<file path="src/sv/hpa_pkg.sv">
package hpa_pkg;

	localparam int POOL_SIZE = 256;
	localparam int HANDLE_W  = (POOL_SIZE > 2) ? $clog2(POOL_SIZE) : 1;
	localparam int CNT_W     = HANDLE_W + 1;
	localparam int IO_HW     = 8;

	typedef enum logic [1:0] {
		OP_ALLOC = 2'd0,
		OP_TRY   = 2'd1,
		OP_FREE  = 2'd2,
		OP_NOP   = 2'd3
	} op_t;

	typedef enum logic [1:0] {
		ST_OK        = 2'd0,
		ST_EMPTY     = 2'd1,
		ST_INVALID   = 2'd2,
		ST_EXHAUSTED = 2'd3
	} status_t;

	typedef logic [HANDLE_W-1:0] handle_t;
	typedef logic [CNT_W-1:0]    count_t;

	function automatic handle_t next_pos(input handle_t p);
		next_pos = (p == HANDLE_W'(POOL_SIZE - 1)) ? '0 : p + 1'b1;
	endfunction

endpackage

</file>
<file path="src/sv/hpa_ram.sv">
module hpa_ram #(
	parameter int WIDTH = 8,
	parameter int DEPTH = 256
) (
	input  logic                     clk,
	input  logic                     we,
	input  logic [$clog2(DEPTH)-1:0] waddr,
	input  logic [WIDTH-1:0]         wdata,
	input  logic                     re,
	input  logic [$clog2(DEPTH)-1:0] raddr,
	output logic [WIDTH-1:0]         rdata
);

	logic [WIDTH-1:0] mem [DEPTH];

	always_ff @(posedge clk) begin
		if (we) begin
			mem[waddr] <= wdata;
		end
		if (re) begin
			rdata <= mem[raddr];
		end
	end

endmodule

</file>
<file path="src/sv/handle_pool_allocator_top.sv">
// Handle allocator with a FIFO free list. Each request beat (opcode on s_tuser:
// allocate, try-allocate, deallocate) yields exactly one result beat (handle on
// m_tdata, status on m_tuser). The busy map and the free queue are read when a
// request is accepted and written back when it moves to the result register,
// which waits while that register is full and not drained; no new request is
// accepted until then. After reset the busy map is cleared by a pass over all
// POOL_SIZE (256) entries with s_tready low. Allocate reuses the oldest freed
// handle, else issues a fresh one, and reports exhausted when none are left.
module handle_pool_allocator_top
	import hpa_pkg::*;
(
	input  logic       clk,
	input  logic       arst_n,
	input  logic       s_tvalid,
	output logic       s_tready,
	input  logic [7:0] s_tdata,   // [7:0] handle_in
	input  logic [1:0] s_tuser,   // [1:0] opcode
	output logic       m_tvalid,
	input  logic       m_tready,
	output logic [7:0] m_tdata,   // [7:0] handle_out
	output logic [1:0] m_tuser    // [1:0] status
);

	logic    clr_done_q;
	handle_t clr_q;
	handle_t head_q, tail_q;
	count_t  qcount_q, fresh_q;

	logic    s1_valid_q;
	op_t     op_s1;
	handle_t hin_s1;
	logic    hin_ok_s1;

	logic       out_valid_q;
	logic [7:0] out_handle_q;
	status_t    out_status_q;

	logic    accept, s1_fire;
	logic    busy_rd;
	handle_t q_rd;

	logic    busy_we, busy_wd;
	handle_t busy_wa;
	logic    q_we;

	logic    res_pop, res_fresh, res_free;
	handle_t res_h;
	status_t res_st;

	assign s_tready = clr_done_q && !s1_valid_q;
	assign accept   = s_tvalid && s_tready;
	assign s1_fire  = s1_valid_q && (!out_valid_q || m_tready);

	always_comb begin
		res_pop   = 1'b0;
		res_fresh = 1'b0;
		res_free  = 1'b0;
		res_h     = '0;
		res_st    = ST_OK;
		unique case (op_s1)
			OP_ALLOC: begin
				if (qcount_q != '0) begin
					res_pop = 1'b1;
					res_h   = q_rd;
				end else if (fresh_q < count_t'(POOL_SIZE)) begin
					res_fresh = 1'b1;
					res_h     = HANDLE_W'(fresh_q);
				end else begin
					res_st = ST_EXHAUSTED;
				end
			end
			OP_TRY: begin
				if (qcount_q != '0) begin
					res_pop = 1'b1;
					res_h   = q_rd;
				end else begin
					res_st = ST_EMPTY;
				end
			end
			OP_FREE: begin
				if (hin_ok_s1 && busy_rd && qcount_q < count_t'(POOL_SIZE)) begin
					res_free = 1'b1;
				end else begin
					res_st = ST_INVALID;
				end
			end
			default: begin
				res_st = ST_INVALID;
			end
		endcase
	end

	always_comb begin
		if (!clr_done_q) begin
			busy_we = 1'b1;
			busy_wa = clr_q;
			busy_wd = 1'b0;
		end else begin
			busy_we = s1_fire && (res_pop || res_fresh || res_free);
			busy_wa = res_free ? hin_s1 : res_h;
			busy_wd = !res_free;
		end
	end

	assign q_we = s1_fire && res_free;

	hpa_ram #(.WIDTH(1), .DEPTH(POOL_SIZE)) u_busy (
		.clk   (clk),
		.we    (busy_we),
		.waddr (busy_wa),
		.wdata (busy_wd),
		.re    (accept),
		.raddr (HANDLE_W'(s_tdata)),
		.rdata (busy_rd)
	);

	hpa_ram #(.WIDTH(HANDLE_W), .DEPTH(POOL_SIZE)) u_queue (
		.clk   (clk),
		.we    (q_we),
		.waddr (tail_q),
		.wdata (hin_s1),
		.re    (accept),
		.raddr (head_q),
		.rdata (q_rd)
	);

	always_ff @(posedge clk or negedge arst_n) begin
		if (!arst_n) begin
			clr_done_q  <= 1'b0;
			clr_q       <= '0;
			head_q      <= '0;
			tail_q      <= '0;
			qcount_q    <= '0;
			fresh_q     <= '0;
			s1_valid_q  <= 1'b0;
			out_valid_q <= 1'b0;
		end else begin
			if (!clr_done_q) begin
				clr_q <= next_pos(clr_q);
				if (clr_q == HANDLE_W'(POOL_SIZE - 1)) begin
					clr_done_q <= 1'b1;
				end
			end
			if (accept) begin
				s1_valid_q <= 1'b1;
			end else if (s1_fire) begin
				s1_valid_q <= 1'b0;
			end
			if (s1_fire) begin
				if (res_pop) begin
					head_q   <= next_pos(head_q);
					qcount_q <= qcount_q - 1'b1;
				end
				if (res_free) begin
					tail_q   <= next_pos(tail_q);
					qcount_q <= qcount_q + 1'b1;
				end
				if (res_fresh) begin
					fresh_q <= fresh_q + 1'b1;
				end
				out_valid_q <= 1'b1;
			end else if (m_tready) begin
				out_valid_q <= 1'b0;
			end
		end
	end

	always_ff @(posedge clk) begin
		if (accept) begin
			op_s1     <= op_t'(s_tuser);
			hin_s1    <= HANDLE_W'(s_tdata);
			hin_ok_s1 <= (CNT_W + IO_HW)'(s_tdata) < (CNT_W + IO_HW)'(POOL_SIZE);
		end
		if (s1_fire) begin
			out_handle_q <= IO_HW'(res_h);
			out_status_q <= res_st;
		end
	end

	assign m_tvalid = out_valid_q;
	assign m_tdata  = out_handle_q;
	assign m_tuser  = out_status_q;

endmodule
</file>
<file path="config.mk">
export PLATFORM = sky130hd
export DESIGN_NAME = handle_pool_allocator_top
export DESIGN_NICKNAME = d
export VERILOG_FILES = /design/src/sv/hpa_pkg.sv /design/src/sv/hpa_ram.sv /design/src/sv/handle_pool_allocator_top.sv
export SDC_FILE = /design/constraint.sdc
export NUM_CORES = 2
export LEC_CHECK = 0
export ABC_CLOCK_PERIOD_IN_PS = 18800
export BUFFER_PORTS_ARGS = -buffer_cell sky130_fd_sc_hd__buf_2
export CAP_MARGIN = 10
export CORE_MARGIN = 2
export CORE_UTILIZATION = 49
export CTS_BUF_LIST = sky130_fd_sc_hd__clkbuf_8 sky130_fd_sc_hd__clkbuf_16
export DETAILED_ROUTE_END_ITERATION = 10
export SYNTH_ARGS = -nofsm -noshare
export SYNTH_HDL_FRONTEND = slang
export SYNTH_SLANG_ARGS = --single-unit
</file>
<file path="constraint.sdc">
create_clock -name clk -period 18.8 [get_ports clk]
set_input_delay 1.88 -clock clk [delete_from_list [all_inputs] [get_ports clk]]
set_output_delay 1.88 -clock clk [all_outputs]
set_load 0.02 [all_outputs]
</file>
# Word level (Yosys, flattened, before mapping)
# Memory sizes are Yosys's and may differ from the RTL's. A register that Yosys moved wholly into a read port is not among the register bits.
# Index checks and enable logic that the tools add are counted.
dict set report totals {
  output_inout_bits 12
  elab_cells 84
  mem_count 2
  input_bits 14
  ramBits 2304
  register_bits 65
}
# name depth width rd rd_clocked_by_memory_dff wr line_no
set memory_table {}
lappend memory_table {u_queue.mem 256 8 1 1 1 hpa_ram.sv:14} ;# logic [WIDTH-1:0] mem [DEPTH];
lappend memory_table {u_busy.mem 256 1 1 1 1 hpa_ram.sv:14}
dict set report classes {
  n_mux 35
  reduce_logical 22
  n_eq_ne 5
  magnitude_cmp 2
  add_sub_neg 6
}
# operator count
set ops {}
lappend ops {{8-bit 2-to-1 mux} 8}
lappend ops {{8-bit by 1-bit adder with 8-bit output, second input constant} 3}
lappend ops {{8-bit equality test, second input constant} 3}
lappend ops {{1-bit 2-to-1 mux} 20}
lappend ops {{9-bit by 1-bit adder with 9-bit output, second input constant} 2}
lappend ops {{9-bit < comparator, second input constant} 2}
lappend ops {{9-bit 2-to-1 mux} 2}
lappend ops {{8-bit one-hot mux with 2 select lines} 1}
lappend ops {{9-bit nonzero test} 1}
lappend ops {{9-bit by 1-bit subtractor with 9-bit output, second input constant} 1}
lappend ops {{2-bit AND reduction} 4}
lappend ops {{1-bit logical AND} 6}
lappend ops {{2-bit 2-to-1 mux} 3}
lappend ops {{2-bit one-hot mux with 3 select lines} 1}
lappend ops {{2-bit nonzero test} 3}
lappend ops {{1-bit zero test} 3}
lappend ops {{1-bit logical OR} 3}
lappend ops {{2-bit by 1-bit equality test with 1-bit output, second input constant} 1}
lappend ops {{2-bit equality test, second input constant} 1}
lappend ops {{2-bit zero test} 1}
lappend ops {{2-bit OR reduction} 1}

# Depth between registers and ports, before layout
dict set report depth {
  word_depth 10
  mapped_depth 13
  mapped_depth_nobuf 10
}

# By module
# From an unflattened synthesis, not the netlist that was laid out.
dict set report unflattened {
  hier_cells 4835
  hier_area_um2 94114.0
}
# mod instances cells_per_inst seq_area_each_um2 area_each_um2
set modules_own_cells {}
lappend modules_own_cells {{hpa_ram (u_queue)} 1 3733 61739.2 79636.4}
lappend modules_own_cells {{hpa_ram (u_busy)} 1 788 7717.4 11138.2}
lappend modules_own_cells {handle_pool_allocator_top 1 314 1726.7 3339.5}

# Least setup slack after synthesis
# Ideal clock, no wire load.
dict set report synth_timing {
  kind {reg-to-reg}
  start {reg clr_done_q}
  end {mem u_busy.mem[0], data pin}
  n_path_buf 2
  setup_time_ps 1388
  required_ps 17412
  stages_incl_launch_ff 5
  synth_period_minus_slack_ps 8154
  t_arrival_ps 6765
  setup_slack_ps 10646
  cell_sequence {dfrtp_1 -> clkbuf_1 -> inv_1 -> clkbuf_1 -> nor2_1}
}
dict set report synth_via {
  elab_chain_cells 1
}
# element line_no
set synth_lines {}
lappend synth_lines {{start: declaration} handle_pool_allocator_top.sv:24} ;# logic clr_done_q;
lappend synth_lines {{start signal: assignment} handle_pool_allocator_top.sv:129} ;# clr_done_q <= 1'b0;
lappend synth_lines {{start signal: assignment} handle_pool_allocator_top.sv:141} ;# clr_done_q <= 1'b1;
lappend synth_lines {{1-bit 2-to-1 mux} handle_pool_allocator_top.sv:94} ;# if (!clr_done_q) begin
lappend synth_lines {{via busy_wd} handle_pool_allocator_top.sv:42} ;# logic busy_we, busy_wd;
lappend synth_lines {{end: declaration} hpa_ram.sv:14}
# The timed path passes the listed nets, and every way through them passes these cells.

==> results.toml <==
[run_status]
status = "completed"

[clocking]
cts_resized = 0
hold_buffers = 0
cts_buffers = 235
insertion_delay_ps = 910
cts_sinks = 2378
clockRootBuffer = "clkbuf_16"
cts.clk_slew.worst_paths_ps = 60
cts_max_level = 4
cts_setup_buffers = 0
ctsLongestPathBuffers = 3
cts_tree = "built"

[logic_synthesis]
synth_xor_area_share_pct = 0.2411
ys.flop_type = "edfxtp_1"
syn_inst = 4833
synth_commonest_cells = "2333 x edfxtp_1, 598 x nor2_1, 548 x mux4_2, 202 x mux2i_1, 174 x nand2_1"
yosys.area_share.simple_pct = 4.431
synth_top_area_share_pct = 74.19
yosys_register_bits = 2378
yosysSeqAreaShare_pct = 75.38
synth_area_leaders = "edfxtp_1 74%, mux4_2 13%, nor2_1 2.4%, mux2i_1 2.1%, dfrtp_1 1.2%"
avgSynthCellArea_um2 = 19.54
synthMuxAreaShare_pct = 15.40
yosys.cell_types.count = 87
syn_area_mm2 = 0.09443
synth.most_common_cell = "edfxtp_1"
synth_fa_ha_area_share_pct = 0.2067
synth_edf_count = 2333
synth_compound_area_share_pct = 2.749
synth_fp_nets = 4862
yosys_warnings = 0
postSynth.asyncResetShare_pct = 1.892
synth_top_area_cell = "edfxtp_1"
synth_top_family_by_area = "multiplexers"

[floorplanning]
start_util_pct = 49.19
ios = 26
die_area_mm2 = 0.1962
core_mm2 = 0.1920
die_h_um = 443
num_rows = 161
die_w_um = 443

[sta]
fin_crit_ps = 5693
setup-violations-final = 0
tightestPinTransition_ps = 1312
final_max_slew_viol_count = 0
maxSlewHeadroom_pct = 12.51
fin_skew_ps = 76.63
fin_ws_ps = 13110
rsz0062_at_grt = "false"
final-hold-violation-count = 0
fin_crit_sh_pct = 30.28
timing.fmax_mhz = 175.7
finalSetupTns_ps = 0

[setup_path]
critPathTopFamily = "buffers and inverters"
reg2reg_depth = 9
cp_cell_sequence = "buf_4 > buf_4 > buf_4 > mux4_2 > mux4_2 > a21oi_1 > o21ai_0 > o21ai_0 > a21oi_1"
crit_path_top_delay_cell = "dfrtp_4"
critPathBufInv = 3
timing.rr.start = "head_q[0]"
end_kind = "flip-flop"
path_class = "flip-flop to flip-flop"
rrSetupSlack_ps = 13110
cp_slowest_stage_delay_ps = 930
r2r_end = "u_queue.rdata[2]"
arrival_ps = 6310
cp_max_fo = 39
start_kind = "flip-flop"
cp.required_ps = 19420
crit_path_frequent_cell = "buf_4"

[placed_design]
place_hpwl_um = 142300
place_inst = 7196
place_area_mm2 = 0.09727
dpl_worst_slack_ps = 13000
io_buffers = 25
finalWeightedCongestion = 0.8474

[global_route]
grt_antenna_before_repair = 11
overflow = 0
grt_pass1_vias = 47706
grt_usage_pct = 24.75
grt_pass1_wl_um = 348200
grt_max_degree = 178

[worst_hold_path]
whs_path_depth = 1
hold_end = "fresh_q[3]"
hold_path.class = "flip-flop to flip-flop"
hold_start = "fresh_q[3]"

[power_and_ir_drop]
cellPowerDensity_mw_per_mm2 = 97.83
power.share.switching_pct = 19.70
p_total_uw = 10240
clkPwrFrac_pct = 43.7
p_sw_uw = 2017
leakage_uw = 0.03330
pwr-share-seq_pct = 56.0
pwr-share-comb_pct = 0.3
p_int_uw = 8222
vdd_drop_max_v = 0.00007633

[drt]
vias_per_cell = 6.248
wl_per_cell_um = 31.74
routed_wl_um = 242300
drtPass1Iterations = 6
vias = 47694
drtIter0Drc = 6454
drcViolationCount = 0
ant_nets = 0

[cells_and_area]
area_delta_synth_final_pct = 10.82
n_fill_cell = 14671
drive_gt1_share_pct = 21.51
fin_area_mm2 = 0.1047
finalNetCount = 4936
fin_cells = 7634

[run]
maxCapViolations = 0
## layer usage
| metal | GRT usage, % | up-vias | wire, µm |
|---|---|---|---|
| met5 | 0 | - | 11 |
| met4 | 7.208 | 2 | 6667 |
| met3 | 4.511 | 399 | 19950 |
| met2 | 38.60 | 2074 | 115000 |
| met1 | 36.01 | 25431 | 100600 |
| li1 | - | 19788 | - |
## metrics by stage
stage	utilization [%]	hold WS, ps
2_1_floorplan	-	477.5
3_3_place_gp	50.67	507.5
3_5_place_dp	50.67	514.3
4_1_cts	54.51	521.9
5_1_grt	54.51	546.9
6_report	54.51	524.5
## worst max path at each step
stage	start	end	slack (ps)	depth (start not counted)
after floorplan	clr_done_q	u_busy.mem[0]	10650	4
after global placement	head_q[0]	u_queue.rdata[3]	13030	10
after global routing	head_q[0]	u_queue.rdata[2]	12730	9
after detailed placement	head_q[0]	u_queue.rdata[3]	13000	10
after CTS	head_q[0]	u_queue.rdata[3]	13030	10
final	head_q[0]	u_queue.rdata[2]	13110	9
## layout make-up
type / instances / area, µm² / area share, %
Timing Repair Buffer: 125 / 965.9 / 0.9230
Clock inverter: 196 / 1411 / 1.349
Clock buffer: 238 / 5956 / 5.691
Multi-Input combinational cell: 2149 / 21870 / 20.90
Tap cell: 2526 / 3161 / 3.020
Inverter: 18 / 75.07 / 0.07173
Sequential cell: 2378 / 71200 / 68.04
Antenna cell: 4 / 10.01 / 0.009565
## power groups by stage
stage | logic, µW | clock network [µW] | registers (µW)
global route | 32.6 | 4750 | 5730
global placement | 30.7 | 0 | 5840
floorplan | 19.1 | 0 | 5840
finish | 30.7 | 4480 | 5730
detailed placement | 31.0 | 0 | 5840
CTS | 31.0 | 4550 | 5730
## state kept, by name, indices dropped and copies added, names as in the netlist
signal         cells
u_busy.rdata       1
u_queue.mem     2048
u_queue.rdata      8
m_tuser            2
s1_valid_q         1
op_s1              2
hin_s1             8
m_tvalid           1
head_q             8
u_busy.mem       256
clr_q              8
fresh_q            9
tail_q             8
m_tdata            8
qcount_q           9
clr_done_q         1
## logic make-up (layout without fill, tap and decap cells)
group / after synthesis / after routing
adders and majority gates: 15 / 15
DFF: 2378 / 2378
and+or+nand+nor: 971 / 971
AOI/OAI and AO/OA: 371 / 371
xor gates and xnor gates: 26 / 26
buffers and inverters: 306 / 577
other: 0 / 4
muxes: 766 / 766
## cell usage in the layout, fill, tap and decap left out, types with 24 or more instances in the layout
cell type  count
a21oi_1       57
a22oi_1       33
buf_2         24
buf_4         94
clkbuf_16    238
clkinv_1      57
clkinv_2      46
dfrtp_1       39
edfxtp_1    2333
inv_1         74
mux2i_1      202
mux4_2       548
nand2_1      174
nor2_1       594
o21ai_0       57
o22ai_1       45
(Power assumes the default switching activity.)
